<file path="src/word_modular_exponentiation_top_defines.svh">
// Assertion macros shared by the modular exponentiation RTL.
// Depends on nothing; included by the modules that carry assertions.
`ifndef WORD_MODULAR_EXPONENTIATION_TOP_DEFINES_SVH
`define WORD_MODULAR_EXPONENTIATION_TOP_DEFINES_SVH

// Check that a condition implies another in the same cycle
`define WME_ASSERT_SAME(label, clk, rst_n, ante, cons, msg) \
	label: assert property (@(posedge clk) disable iff (!rst_n) (ante) |-> (cons)) \
		else $error(msg);

// Check that a condition implies another in the next cycle
`define WME_ASSERT_NEXT(label, clk, rst_n, ante, cons, msg) \
	label: assert property (@(posedge clk) disable iff (!rst_n) (ante) |=> (cons)) \
		else $error(msg);

`endif

</file>
<file path="src/wme_pkg.sv">
// Types and constants for the word modular exponentiation block.
// Depends on nothing; used by every module of the block but wme_mulmod.
package wme_pkg;

	localparam int FIELD_BITS = 64;

	typedef struct packed {
		logic [FIELD_BITS-1:0] base;
		logic [FIELD_BITS-1:0] exponent;
		logic [FIELD_BITS-1:0] modulus;
	} in_t;

	typedef struct packed {
		logic [FIELD_BITS-1:0] power_result;
		logic                  modulus_zero;
	} out_t;

	typedef enum logic [1:0] {
		KIND_ZERO_MOD = 2'd0,
		KIND_ZERO_EXP = 2'd1,
		KIND_PASS     = 2'd2,
		KIND_POWER    = 2'd3
	} kind_t;

	typedef struct packed {
		kind_t                 kind;
		logic [FIELD_BITS-1:0] base;
		logic [FIELD_BITS-1:0] exponent;
		logic [FIELD_BITS-1:0] modulus;
	} job_t;

endpackage

</file>
<file path="src/wme_front.sv">
// Front end: accepts input beats, masks fields to the word width, classifies.
// Depends on wme_pkg and word_modular_exponentiation_top_defines.svh.
module wme_front #(
	parameter int WORD_BITS = 64
) (
	input  logic          clk,
	input  logic          arst_n,
	input  logic          in_valid,
	output logic          in_ready,
	input  wme_pkg::in_t  in_data,
	input  logic          q_full,
	output logic          push,
	output wme_pkg::job_t job
);

	localparam logic [wme_pkg::FIELD_BITS-1:0] MASK =
		{wme_pkg::FIELD_BITS{1'b1}} >> (wme_pkg::FIELD_BITS - WORD_BITS);

	logic [wme_pkg::FIELD_BITS-1:0] e_m;
	logic [wme_pkg::FIELD_BITS-1:0] m_m;
	logic                           seen_q;

	assign in_ready = !q_full;
	assign push     = in_valid && in_ready;
	assign e_m      = in_data.exponent & MASK;
	assign m_m      = in_data.modulus & MASK;

	// Classify the beat so the back end skips work for trivial cases
	always_comb begin
		job.base     = in_data.base & MASK;
		job.exponent = e_m;
		job.modulus  = m_m;
		if (m_m == '0) begin
			job.kind = wme_pkg::KIND_ZERO_MOD;
		end else if (e_m == '0) begin
			job.kind = wme_pkg::KIND_ZERO_EXP;
		end else if (e_m == wme_pkg::FIELD_BITS'(1)) begin
			job.kind = wme_pkg::KIND_PASS;
		end else begin
			job.kind = wme_pkg::KIND_POWER;
		end
	end

	// Track whether any beat has been taken since reset
	always_ff @(posedge clk or negedge arst_n) begin
		if (!arst_n) begin
			seen_q <= 1'b0;
		end else if (push) begin
			seen_q <= 1'b1;
		end
	end

	`include "word_modular_exponentiation_top_defines.svh"

	`WME_ASSERT_SAME(a_push_room, clk, arst_n, push, !q_full, "push into full queue")
	`WME_ASSERT_SAME(a_kind_mod, clk, arst_n, push && (m_m == '0), job.kind == wme_pkg::KIND_ZERO_MOD, "zero modulus misclassified")
	`WME_ASSERT_NEXT(a_seen, clk, arst_n, push, seen_q, "beat not recorded")

endmodule

</file>
<file path="src/wme_queue.sv">
// Two-entry job queue between front and back ends.
// Depends on wme_pkg.
module wme_queue (
	input  logic          clk,
	input  logic          arst_n,
	input  logic          push,
	input  wme_pkg::job_t push_job,
	output logic          full,
	input  logic          pop,
	output logic          job_valid,
	output wme_pkg::job_t job
);

	wme_pkg::job_t mem_q [2];
	logic          wr_q;
	logic          rd_q;
	logic [1:0]    cnt_q;

	assign full      = (cnt_q == 2'd2);
	assign job_valid = (cnt_q != 2'd0);
	assign job       = mem_q[rd_q];

	// Store entries
	always_ff @(posedge clk) begin
		if (push) begin
			mem_q[wr_q] <= push_job;
		end
	end

	// Advance pointers and count
	always_ff @(posedge clk or negedge arst_n) begin
		if (!arst_n) begin
			wr_q  <= 1'b0;
			rd_q  <= 1'b0;
			cnt_q <= 2'd0;
		end else begin
			if (push) begin
				wr_q <= !wr_q;
			end
			if (pop) begin
				rd_q <= !rd_q;
			end
			case ({push, pop})
				2'b10:   cnt_q <= cnt_q + 2'd1;
				2'b01:   cnt_q <= cnt_q - 2'd1;
				default: cnt_q <= cnt_q;
			endcase
		end
	end

endmodule

</file>
<file path="src/wme_mulmod.sv">
// Bit-serial modular multiplier: r = x * y mod m, x below m, y any word.
// Depends on nothing; each bit of y is a doubling step, then an add step.
module wme_mulmod #(
	parameter int WORD_BITS = 64
) (
	input  logic                 clk,
	input  logic                 arst_n,
	input  logic                 start,
	input  logic [WORD_BITS-1:0] x,
	input  logic [WORD_BITS-1:0] y,
	input  logic [WORD_BITS-1:0] m,
	output logic                 busy,
	output logic                 done,
	output logic [WORD_BITS-1:0] r
);

	localparam int CNT_BITS = $clog2(WORD_BITS);

	logic [WORD_BITS-1:0] r_q;
	logic [WORD_BITS-1:0] x_q;
	logic [WORD_BITS-1:0] y_q;
	logic [WORD_BITS-1:0] m_q;
	logic [CNT_BITS-1:0]  cnt_q;
	logic                 ph_q;
	logic                 busy_q;
	logic                 done_q;
	logic [WORD_BITS:0]   sum;
	logic [WORD_BITS:0]   dif;
	logic [WORD_BITS-1:0] nr;

	assign busy = busy_q;
	assign done = done_q;
	assign r    = r_q;

	// Add modulo m: double in phase 0, add x in phase 1
	always_comb begin
		sum = {1'b0, r_q} + {1'b0, (ph_q ? x_q : r_q)};
		dif = sum - {1'b0, m_q};
		nr  = (sum >= {1'b0, m_q}) ? dif[WORD_BITS-1:0] : sum[WORD_BITS-1:0];
	end

	// Operand and result registers
	always_ff @(posedge clk) begin
		if (start && !busy_q) begin
			r_q <= '0;
			x_q <= x;
			y_q <= y;
			m_q <= m;
		end else if (busy_q) begin
			if (!ph_q) begin
				r_q <= nr;
			end else begin
				if (y_q[WORD_BITS-1]) begin
					r_q <= nr;
				end
				y_q <= y_q << 1;
			end
		end
	end

	// Step control
	always_ff @(posedge clk or negedge arst_n) begin
		if (!arst_n) begin
			busy_q <= 1'b0;
			done_q <= 1'b0;
			ph_q   <= 1'b0;
			cnt_q  <= '0;
		end else begin
			done_q <= 1'b0;
			if (start && !busy_q) begin
				busy_q <= 1'b1;
				ph_q   <= 1'b0;
				cnt_q  <= CNT_BITS'(WORD_BITS - 1);
			end else if (busy_q) begin
				ph_q <= !ph_q;
				if (ph_q) begin
					if (cnt_q == '0) begin
						busy_q <= 1'b0;
						done_q <= 1'b1;
					end else begin
						cnt_q <= cnt_q - CNT_BITS'(1);
					end
				end
			end
		end
	end

endmodule

</file>
<file path="src/wme_back.sv">
// Back end: sliding-window exponentiation sequencer and output register.
// Depends on wme_pkg, wme_mulmod and word_modular_exponentiation_top_defines.svh.
module wme_back #(
	parameter int WORD_BITS   = 64,
	parameter int WINDOW_BITS = 3
) (
	input  logic          clk,
	input  logic          arst_n,
	input  logic          job_valid,
	input  wme_pkg::job_t job,
	output logic          pop,
	output logic          out_valid,
	input  logic          out_ready,
	output wme_pkg::out_t out_data
);

	localparam int TS       = 1 << (WINDOW_BITS - 1);
	localparam int IDX_BITS = (WINDOW_BITS > 1) ? WINDOW_BITS - 1 : 1;
	localparam int REM_BITS = $clog2(WORD_BITS + 1);
	localparam int WIN_BITS = $clog2(WINDOW_BITS + 1);

	typedef enum logic [7:0] {
		ST_IDLE  = 8'b0000_0001,
		ST_RED   = 8'b0000_0010,
		ST_SQ    = 8'b0000_0100,
		ST_TAB   = 8'b0000_1000,
		ST_FIRST = 8'b0001_0000,
		ST_SCAN  = 8'b0010_0000,
		ST_MUL   = 8'b0100_0000,
		ST_DONE  = 8'b1000_0000
	} state_t;

	state_t               state_q;
	logic [WORD_BITS-1:0] acc_q;
	logic [WORD_BITS-1:0] m_q;
	logic [WORD_BITS-1:0] e_q;
	logic [WORD_BITS-1:0] sq_q;
	logic [WORD_BITS-1:0] tab_q [TS];
	logic [REM_BITS-1:0]  rem_q;
	logic [WIN_BITS-1:0]  pend_q;
	logic                 mpend_q;
	logic [IDX_BITS-1:0]  midx_q;
	logic [IDX_BITS-1:0]  tidx_q;
	logic                 mz_q;
	logic                 out_valid_q;
	wme_pkg::out_t        out_q;

	logic                 mm_start;
	logic [WORD_BITS-1:0] mm_x;
	logic [WORD_BITS-1:0] mm_y;
	logic [WORD_BITS-1:0] mm_m;
	logic                 mm_busy;
	logic                 mm_done;
	logic [WORD_BITS-1:0] mm_r;
	logic [WORD_BITS-1:0] job_m;
	logic [WORD_BITS-1:0] one_w;

	logic [WINDOW_BITS-1:0] top;
	logic [WINDOW_BITS-1:0] win_val;
	logic [WIN_BITS-1:0]    win_tz;
	logic [WIN_BITS-1:0]    win_size;
	logic [IDX_BITS-1:0]    win_idx;
	logic                   found;

	assign job_m     = job.modulus[WORD_BITS-1:0];
	assign one_w     = (job_m == WORD_BITS'(1)) ? '0 : WORD_BITS'(1);
	assign pop       = (state_q == ST_IDLE) && job_valid;
	assign out_valid = out_valid_q;
	assign out_data  = out_q;

	// Feed the first multiply the modulus of the job being popped
	assign mm_m      = (state_q == ST_IDLE) ? job_m : m_q;

	// Window at the top of the exponent: drop trailing zeros
	always_comb begin
		top    = e_q[WORD_BITS-1 -: WINDOW_BITS];
		win_tz = '0;
		found  = 1'b0;
		for (int i = 0; i < WINDOW_BITS; i++) begin
			if (!found) begin
				if (top[i]) begin
					found = 1'b1;
				end else begin
					win_tz = win_tz + WIN_BITS'(1);
				end
			end
		end
		win_size = WIN_BITS'(WINDOW_BITS) - win_tz;
		win_val  = top >> win_tz;
		win_idx  = IDX_BITS'(win_val >> 1);
	end

	// Issue multiplies
	always_comb begin
		mm_start = 1'b0;
		mm_x     = acc_q;
		mm_y     = acc_q;
		case (state_q)
			ST_IDLE: begin
				if (job_valid && (job.kind == wme_pkg::KIND_POWER)) begin
					mm_start = 1'b1;
					mm_x     = one_w;
					mm_y     = job.base[WORD_BITS-1:0];
				end
			end
			ST_RED: begin
				if (mm_done) begin
					mm_start = 1'b1;
					mm_x     = mm_r;
					mm_y     = mm_r;
				end
			end
			ST_SQ: begin
				if (mm_done && (TS > 1)) begin
					mm_start = 1'b1;
					mm_x     = tab_q[0];
					mm_y     = mm_r;
				end
			end
			ST_TAB: begin
				if (mm_done && (tidx_q != IDX_BITS'(TS - 1))) begin
					mm_start = 1'b1;
					mm_x     = mm_r;
					mm_y     = sq_q;
				end
			end
			ST_SCAN: begin
				if (pend_q != '0) begin
					mm_start = 1'b1;
				end else if (mpend_q) begin
					mm_start = 1'b1;
					mm_y     = tab_q[midx_q];
				end else if ((rem_q != '0) && !e_q[WORD_BITS-1]) begin
					mm_start = 1'b1;
				end
			end
			default: begin
				mm_start = 1'b0;
			end
		endcase
	end

	// Sequencer data path
	always_ff @(posedge clk) begin
		case (state_q)
			ST_IDLE: begin
				m_q   <= job_m;
				e_q   <= job.exponent[WORD_BITS-1:0];
				rem_q <= REM_BITS'(WORD_BITS);
				mz_q  <= (job.kind == wme_pkg::KIND_ZERO_MOD);
				case (job.kind)
					wme_pkg::KIND_ZERO_MOD: acc_q <= '0;
					wme_pkg::KIND_ZERO_EXP: acc_q <= WORD_BITS'(1);
					default:                acc_q <= job.base[WORD_BITS-1:0];
				endcase
			end
			ST_RED: begin
				if (!e_q[WORD_BITS-1]) begin
					e_q   <= e_q << 1;
					rem_q <= rem_q - REM_BITS'(1);
				end
				if (mm_done) begin
					tab_q[0] <= mm_r;
				end
			end
			ST_SQ: begin
				if (mm_done) begin
					sq_q   <= mm_r;
					tidx_q <= IDX_BITS'(1);
				end
			end
			ST_TAB: begin
				if (mm_done) begin
					tab_q[tidx_q] <= mm_r;
					tidx_q        <= tidx_q + IDX_BITS'(1);
				end
			end
			ST_FIRST: begin
				acc_q   <= tab_q[win_idx];
				e_q     <= e_q << win_size;
				rem_q   <= rem_q - REM_BITS'(win_size);
				pend_q  <= '0;
				mpend_q <= 1'b0;
			end
			ST_SCAN: begin
				if (pend_q != '0) begin
					pend_q <= pend_q - WIN_BITS'(1);
				end else if (mpend_q) begin
					mpend_q <= 1'b0;
				end else if (rem_q != '0) begin
					if (!e_q[WORD_BITS-1]) begin
						e_q   <= e_q << 1;
						rem_q <= rem_q - REM_BITS'(1);
					end else begin
						pend_q  <= win_size;
						mpend_q <= 1'b1;
						midx_q  <= win_idx;
						e_q     <= e_q << win_size;
						rem_q   <= rem_q - REM_BITS'(win_size);
					end
				end
			end
			ST_MUL: begin
				if (mm_done) begin
					acc_q <= mm_r;
				end
			end
			default: begin
				acc_q <= acc_q;
			end
		endcase
	end

	// Output register payload
	always_ff @(posedge clk) begin
		if ((state_q == ST_DONE) && (!out_valid_q || out_ready)) begin
			out_q.power_result <= wme_pkg::FIELD_BITS'(acc_q);
			out_q.modulus_zero <= mz_q;
		end
	end

	// Sequencer state and output valid
	always_ff @(posedge clk or negedge arst_n) begin
		if (!arst_n) begin
			state_q     <= ST_IDLE;
			out_valid_q <= 1'b0;
		end else begin
			if (out_valid_q && out_ready) begin
				out_valid_q <= 1'b0;
			end
			case (state_q)
				ST_IDLE: begin
					if (job_valid) begin
						state_q <= (job.kind == wme_pkg::KIND_POWER) ? ST_RED : ST_DONE;
					end
				end
				ST_RED: begin
					if (mm_done) begin
						state_q <= ST_SQ;
					end
				end
				ST_SQ: begin
					if (mm_done) begin
						state_q <= (TS > 1) ? ST_TAB : ST_FIRST;
					end
				end
				ST_TAB: begin
					if (mm_done && (tidx_q == IDX_BITS'(TS - 1))) begin
						state_q <= ST_FIRST;
					end
				end
				ST_FIRST: begin
					state_q <= ST_SCAN;
				end
				ST_SCAN: begin
					if (mm_start) begin
						state_q <= ST_MUL;
					end else if ((pend_q == '0) && !mpend_q && (rem_q == '0)) begin
						state_q <= ST_DONE;
					end
				end
				ST_MUL: begin
					if (mm_done) begin
						state_q <= ST_SCAN;
					end
				end
				ST_DONE: begin
					if (!out_valid_q || out_ready) begin
						out_valid_q <= 1'b1;
						state_q     <= ST_IDLE;
					end
				end
				default: begin
					state_q <= ST_IDLE;
				end
			endcase
		end
	end

	wme_mulmod #(
		.WORD_BITS(WORD_BITS)
	) u_mulmod (
		.clk   (clk),
		.arst_n(arst_n),
		.start (mm_start),
		.x     (mm_x),
		.y     (mm_y),
		.m     (mm_m),
		.busy  (mm_busy),
		.done  (mm_done),
		.r     (mm_r)
	);

	`include "word_modular_exponentiation_top_defines.svh"

	`WME_ASSERT_SAME(a_start_idle, clk, arst_n, mm_start, !mm_busy, "multiply issued while busy")
	`WME_ASSERT_SAME(a_norm, clk, arst_n, (state_q == ST_RED) && mm_done, e_q[WORD_BITS-1], "exponent not normalized")
	`WME_ASSERT_NEXT(a_finish, clk, arst_n, (state_q == ST_SCAN) && !mm_start && (pend_q == '0) && !mpend_q && (rem_q == '0), state_q == ST_DONE, "scan did not finish")

endmodule

</file>
<file path="src/word_modular_exponentiation_top.sv">
// Channel | Signals                        | Beat carries
// in      | in_valid, in_ready, in_data    | base, exponent, modulus
// out     | out_valid, out_ready, out_data | power_result, modulus_zero
// One item at a time in the back end; every modular product runs on one
// bit-serial multiplier shared by all steps of a power.
// Zero modulus, zero exponent and exponent one go to the output without a multiply.
// A two-entry queue lets the front accept beats while the back end computes.
// Reset clears control only; out_ready low holds the result in the output register.
// Top level of the word modular exponentiation block; depends on wme_pkg,
// wme_front, wme_queue, wme_back.
module word_modular_exponentiation_top #(
	parameter int WORD_BITS   = 64,
	parameter int WINDOW_BITS = 3
) (
	input  logic          clk,
	input  logic          arst_n,
	input  logic          in_valid,
	output logic          in_ready,
	input  wme_pkg::in_t  in_data,
	output logic          out_valid,
	input  logic          out_ready,
	output wme_pkg::out_t out_data
);

	logic          q_full;
	logic          push;
	wme_pkg::job_t push_job;
	logic          pop;
	logic          job_valid;
	wme_pkg::job_t job;

	wme_front #(
		.WORD_BITS(WORD_BITS)
	) u_front (
		.clk     (clk),
		.arst_n  (arst_n),
		.in_valid(in_valid),
		.in_ready(in_ready),
		.in_data (in_data),
		.q_full  (q_full),
		.push    (push),
		.job     (push_job)
	);

	wme_queue u_queue (
		.clk      (clk),
		.arst_n   (arst_n),
		.push     (push),
		.push_job (push_job),
		.full     (q_full),
		.pop      (pop),
		.job_valid(job_valid),
		.job      (job)
	);

	wme_back #(
		.WORD_BITS  (WORD_BITS),
		.WINDOW_BITS(WINDOW_BITS)
	) u_back (
		.clk      (clk),
		.arst_n   (arst_n),
		.job_valid(job_valid),
		.job      (job),
		.pop      (pop),
		.out_valid(out_valid),
		.out_ready(out_ready),
		.out_data (out_data)
	);

endmodule

</file>
<file path="config.mk">
export PLATFORM = sky130hd
export DESIGN_NAME = word_modular_exponentiation_top
export DESIGN_NICKNAME = d
export VERILOG_FILES = /design/src/wme_pkg.sv /design/src/wme_front.sv /design/src/wme_queue.sv /design/src/wme_mulmod.sv /design/src/wme_back.sv /design/src/word_modular_exponentiation_top.sv
export VERILOG_INCLUDE_DIRS = /design/src /design/src/src
export SDC_FILE = /design/constraint.sdc
export NUM_CORES = 2
export LEC_CHECK = 0
export ABC_AREA = 0
export BUFFER_PORTS_ARGS = -buffer_cell sky130_fd_sc_hd__buf_4
export CORE_ASPECT_RATIO = 2
export CORE_UTILIZATION = 49
export DETAILED_ROUTE_END_ITERATION = 10
export PLACE_DENSITY = 0.66
export SYNTH_ARGS = -nofsm -noshare
export SYNTH_HDL_FRONTEND = slang
export SYNTH_SLANG_ARGS = --single-unit
</file>
<file path="constraint.sdc">
create_clock -name clk -period 10.7 [get_ports clk]
set_input_delay 1.07 -clock clk [delete_from_list [all_inputs] [get_ports clk]]
set_output_delay 1.07 -clock clk [all_outputs]
set_load 0.02 [all_outputs]
</file>
# Yosys cells after proc, flatten, opt, wreduce, memory -nomap -nowiden
# Memories as Yosys holds them, arrays and structs flattened. A register that Yosys moved wholly into a read port is not among the register bits.
# Index checks and enable logic that the tools add are counted.
[totals]
ff_bits = 614
in_bits = 196
n_memories = 2
ramBits = 644
elab_cells = 230
output_inout_bits = 67
[classes]
n_reduce_logical = 49
n_eq_ne = 34
bitwise = 2
n_lt_le_gt_ge = 1
shift = 2
add_sub_neg = 12
muxes = 102
[mem_list]
columns = ["memory", "depth", "word_bits", "read_ports", "rd_clocked_by_memory_dff", "write_ports", "line", "source"]
rows = [
  ["u_queue.mem_q", 2, 194, 1, 0, 1, "wme_queue.sv:14", "wme_pkg::job_t mem_q [2];"],
  ["u_back.tab_q", 4, 64, 3, 1, 1, "wme_back.sv:38", "logic [WORD_BITS-1:0] tab_q [TS];"],
]
[ops]
columns = ["operator", "count"]
rows = [
  ["$mux W64", 22],
  ["$pmux W64 S4", 3],
  ["$pmux W64 S3", 1],
  ["$eq A64 B1 Y1 const B", 2],
  ["$logic_not A64 Y1", 2],
  ["$pmux W64 S2", 1],
  ["$mux W8", 9],
  ["$add A64 B64 Y65", 1],
  ["$ge A65 B64 Y1", 1],
  ["$pmux W8 S8", 1],
  ["$reduce_or A64 Y1", 1],
  ["$shl A64 B2 Y64", 1],
  ["$sub A64 B64 Y64", 1],
  ["$mux W1", 36],
  ["$mux W7", 5],
  ["$mux W2", 14],
  ["$pmux W7 S4", 1],
  ["$mux W6", 4],
  ["$ne A2 B2 Y1 const B", 11],
  ["$reduce_bool A2 Y1", 7],
  ["$pmux W2 S2", 3],
  ["$logic_and A1 B1 Y1", 11],
  ["$reduce_and A5 Y1", 2],
  ["$eq A2 B2 Y1 const B", 4],
  ["37 further kinds", 58],
]

# Logic depth before layout (Yosys ltp)
[logic_depth]
word_depth = 14
depth_mapped = 30
ltp_nobuf = 24

# By module
# A second synthesis with hierarchy kept.
[hier_totals]
hier_cells = 5440
area_unflattened_um2 = 65514.1
[modules_own_cells]
columns = ["mod", "cells_per_inst", "n_inst", "seq_area_each_um2", "area_per_inst_um2"]
rows = [
  ["wme_back", 2586, 1, 17402.9, 30752.0],
  ["wme_mulmod", 1995, 1, 7272.0, 18215.0],
  ["wme_queue", 620, 1, 11751.3, 14808.0],
  ["wme_front", 239, 1, 0.0, 1739.2],
]

# Worst setup path before layout
# Ideal clock, no wire load.
[synth_path]
kind = "input -> register"
from = "in in_valid"
to = "mem u_queue.mem_q[0][0] in the netlist's numbering (enable)"
t_arrival_ps = 9215
required_ps = 9948
setup_slack_ps = 734
path_buffers = 0
cell_stages = 2
setup_ps = 752
cell_sequence = "nand2_1 > nor2_1"
[synth_between]
elab_chain_len = 3
[synth_rtl]
columns = ["item", "line", "source"]
rows = [
  ["start: declaration", "word_modular_exponentiation_top.sv:17", "input logic in_valid,"],
  ["$logic_and A1 B1 Y1", "wme_front.sv:24", "assign push = in_valid && in_ready;"],
  ["$mux W1", "wme_queue.sv:25", "if (push) begin"],
  ["$mux W1 (implied by the code)", "wme_queue.sv:26", "mem_q[wr_q] <= push_job;"],
  ["end: declaration", "wme_queue.sv:14", ""],
]
# Every way passes these cells.

# Final worst setup path
[layout_path]
from = "reg u_back.u_mulmod.ph_q"
to = "reg u_back.u_mulmod.r_q[60] (netlist: u_back.u_mulmod.r[60])"
[layout_between]
elab_chain_len = 6
word_cells_on_any_way = 9
cone_classes = "add/sub (2); order compare (1); eq/ne (1); mux (4); reduce/logical (1)"
[layout_rtl]
columns = ["item", "line", "source"]
rows = [
  ["start: declaration", "wme_mulmod.sv:24", "logic ph_q;"],
  ["start signal: assignment", "wme_mulmod.sv:75", "ph_q <= !ph_q;"],
  ["$mux W64", "wme_mulmod.sv:37", "sum = {1'b0, r_q} + {1'b0, (ph_q ? x_q : r_q)};"],
  ["$add A64 B64 Y65", "wme_mulmod.sv:37", ""],
  ["$sub A64 B64 Y64 or $ge A65 B64 Y1 (tied branches)", "wme_mulmod.sv:38, wme_mulmod.sv:39", ""],
  ["$mux W64", "wme_mulmod.sv:39", "nr = (sum >= {1'b0, m_q}) ? dif[WORD_BITS-1:0] : sum[WORD_BITS-1:0];"],
  ["$mux W64", "wme_mulmod.sv:53", "if (y_q[WORD_BITS-1]) begin"],
  ["$mux W64", "wme_mulmod.sv:50", "if (!ph_q) begin"],
  ["end signal: assignment", "wme_mulmod.sv:51", "r_q <= nr;"],
  ["end signal: assignment", "wme_mulmod.sv:54", "r_q <= nr;"],
  ["end: declaration", "wme_mulmod.sv:19", "logic [WORD_BITS-1:0] r_q;"],
]
# Parallel ways exist; a longest one is shown, timed or not. The select of a mux whose other input is x is not followed.
# A chain may end at the register's enable or synchronous reset.

==> flow_summary.toml <==
[drt]
drt_iter0_markers = 3437
drtAntennaViolNets = 0
viasPerCell = 6.34
via_count = 42600
wl_per_cell_um = 27.4
first_pass_iters = 7
drcViolationCount = 0
wl_um = 184000

[sta]
fin_ws_ns = 1.48
worst_pin_slew_ns = 1.52
rsz0062_at_grt = "no"
clock_skew_ns = 0.0311
fin_crit_sh = 0.862
hold_violations = 0
relSlewSlack = -0.0202
clock.fmax_mhz = 108
maxSlewViolCount = 4
fin_tns_setup_ns = 0
setup_violations = 0
finalCriticalPeriod_ns = 9.22

[synthesis]
syn_area_per_cell_um2 = 12.7
synth_top_cell_area_share = 0.544
ys_seq_area_frac = 0.595
synthArstFlopShare = 0.0175
synthDistinctLibCells = 103
ys_seq_elements = 1260
synth_ff_type = "edfxtp_1"
yosys-top-cells-area = "edfxtp_1, mux2i_1, mux4_2"
synthCells = 4829
synth-edff-count = 1108
synth.most_common_cell = "edfxtp_1"
synth_warnings = 0
synth_area_um2 = 61200
syn_nets = 5163
synthTopCellsByCount = "edfxtp_1, nand2_1, a21oi_1, mux2i_1, o21ai_0"
synth_top_cell_by_area = "edfxtp_1"

[cells_and_area]
design_area_um2 = 68300
largest_reg_flops = 388
drive_above_1_share = 0.149
regMostFlops = "u_queue.mem_q"
fin_nets = 5292
synthToLayoutAreaGrowth_pct = 11.6
instances_no_fill = 6717

[floorplan]
dieArea_um2 = 126000
initial_core_util = 0.493
ios = 263
die_w_um = 252
fp-row-count = 183
die_h_um = 502
coreArea_um2 = 124000

[place]
place_hpwl_um = 128000
dp_cells = 6514
gp_congestion = 0.947
io_buffers = 262
place_ws_ns = 1.52
place_area_um2 = 64800

[clocking]
cts.hold.buffers_added = 0
cts_max_level = 3
clock_latency_ns = 0.75
clk_pin_slew_ns = 0.07
cts-resized-gates = 0
clockBufferDepth = 3
postCtsSetupBuffers = 0
cts_buffers = 107
cts_tree = "yes"
numClockSinks = 1260
clockRootBuffer = "clkbuf_16"

[worst_setup_path]
path_buf_inv = 1
endpoint_kind = "flop"
critPathLaunchType = "flop"
cp_slowest_cell = "nor3_1"
cp.arrival_ns = 9.85
critPathKind = "flop to flop"
required_ns = 11.33
crit_path_frequent_cell = "nand4_1"
path_cells = "buf_4 > mux2_2 > ha_1 > nand2_1 > nor4_1 > nand4_1 > a211oi_1 > o21ai_1 > nand4_1 > a21oi_1 > xnor2_1 > ha_1 > and2_1 > nand3_1 > nor3_1 > nand4_1 > nor2_1 > nor3_1 > o221ai_1 > or3_4 > nand2_1 > o22ai_1 > nor2_1"
crit_fanout = 36
cpPeakStageDelay_ns = 1.12
cp_top_family = "simple AND/OR/NAND/NOR gates"

[global_routing]
antenna_found_initial = 6
first_global_vias = 43100
grt_max_degree = 136
track_usage = 0.288
grt_first_pass_wirelength_um = 272000
grt_overflow = 0

[job]
drv_cap = 1

[run_status]
violations = "max-capacitance violations, max-slew violations"
outcome = "finished with violations"

[hold_path]
min_path_type = "primary input to asynchronous set/reset pin"
==> worst reg2reg max path, delay by kind of cell (launching register included) <==
family                     cells  cell delay [ns]
AOI/OAI and AO/OA              5             1.45
xor gates and xnor gates       1             0.23
adders and majority gates      2             0.86
buffers and inverters          1             0.55
DFF                            1             0.90
muxes                          1             0.40
and+or+nand+nor               13             4.73
==> through the flow <==
stage / hold WS (ns) / util
after CTS: 0.219 / 0.550
after detailed placement: 0.406 / 0.522
after global placement: 0.429 / 0.522
final: 0.264 / 0.550
after global routing: 0.243 / 0.550
after floorplan: 0.400 / -
==> placed cells by master, fill, tap and decap left out, types with 65 or more instances in the layout <==
cell type / netlist / final
clkbuf_16: 0 / 109
o21ai_0: 273 / 271
nand2_1: 464 / 461
mux2_2: 70 / 70
nor2_1: 240 / 233
nor4_1: 83 / 83
buf_4: 2 / 331
a21oi_1: 332 / 328
dfxtp_1: 130 / 128
ha_1: 135 / 135
a21o_1: 66 / 65
mux4_2: 128 / 128
inv_1: 147 / 147
xnor2_1: 75 / 75
edfxtp_1: 1108 / 1108
a22oi_1: 88 / 88
mux2i_1: 309 / 309
o221ai_1: 127 / 127
==> final timing paths <==
path | from | to | slack, ns | cells past startpoint
max | u_back.u_mulmod.ph_q | u_back.u_mulmod.r[60] | 1.48 | 23
min | arst_n | u_queue.cnt_q[1] | 0.26 | 1
max reg2reg | u_back.u_mulmod.ph_q | u_back.u_mulmod.r[60] | 1.48 | 23
min reg2reg | u_back.mz_q | u_back.out_data[0] | 0.42 | 0
max in group asynchronous | arst_n | u_back.state_q[0] | 10.07 | 1
min in group clk | u_back.mz_q | u_back.out_data[0] | 0.42 | 0
==> per-layer routing <==
| metal | global-route usage | vias up | share of wire |
|---|---|---|---|
| met1 | 0.322 | 21100 | 0.36 |
| met3 | 0.0379 | 455 | 0.059 |
| met4 | 0.140 | 6 | 0.050 |
| li1 | - | 19100 | - |
| met2 | 0.535 | 1875 | 0.53 |
| met5 | 0 | - | 0.00022 |
==> cell type report <==
cell class                      instances  area [um^2]
Fill cell                           10500        55800
Sequential cell                      1260        36400
Multi-Input combinational cell       3108        23200
Clock buffer                          135         2890
Timing Repair Buffer                  332         2500
Tap cell                             1665         2080
Clock inverter                         63          627
Inverter                              149          564
Antenna cell                            5         12.5
==> kinds of logic after synthesis <==
kind of cell	Yosys count	share of synthesized area
compound gates	1288	0.141
flops	1260	0.595
simple gates	1048	0.0778
mux	507	0.111
buf+inv	461	0.0294
fa+ha+maj	138	0.0286
xor+xnor	127	0.0182
Power is left out: the tool's default activity adds up to more than one toggle a clock period on the data nets, which glitch-free logic cannot reach.
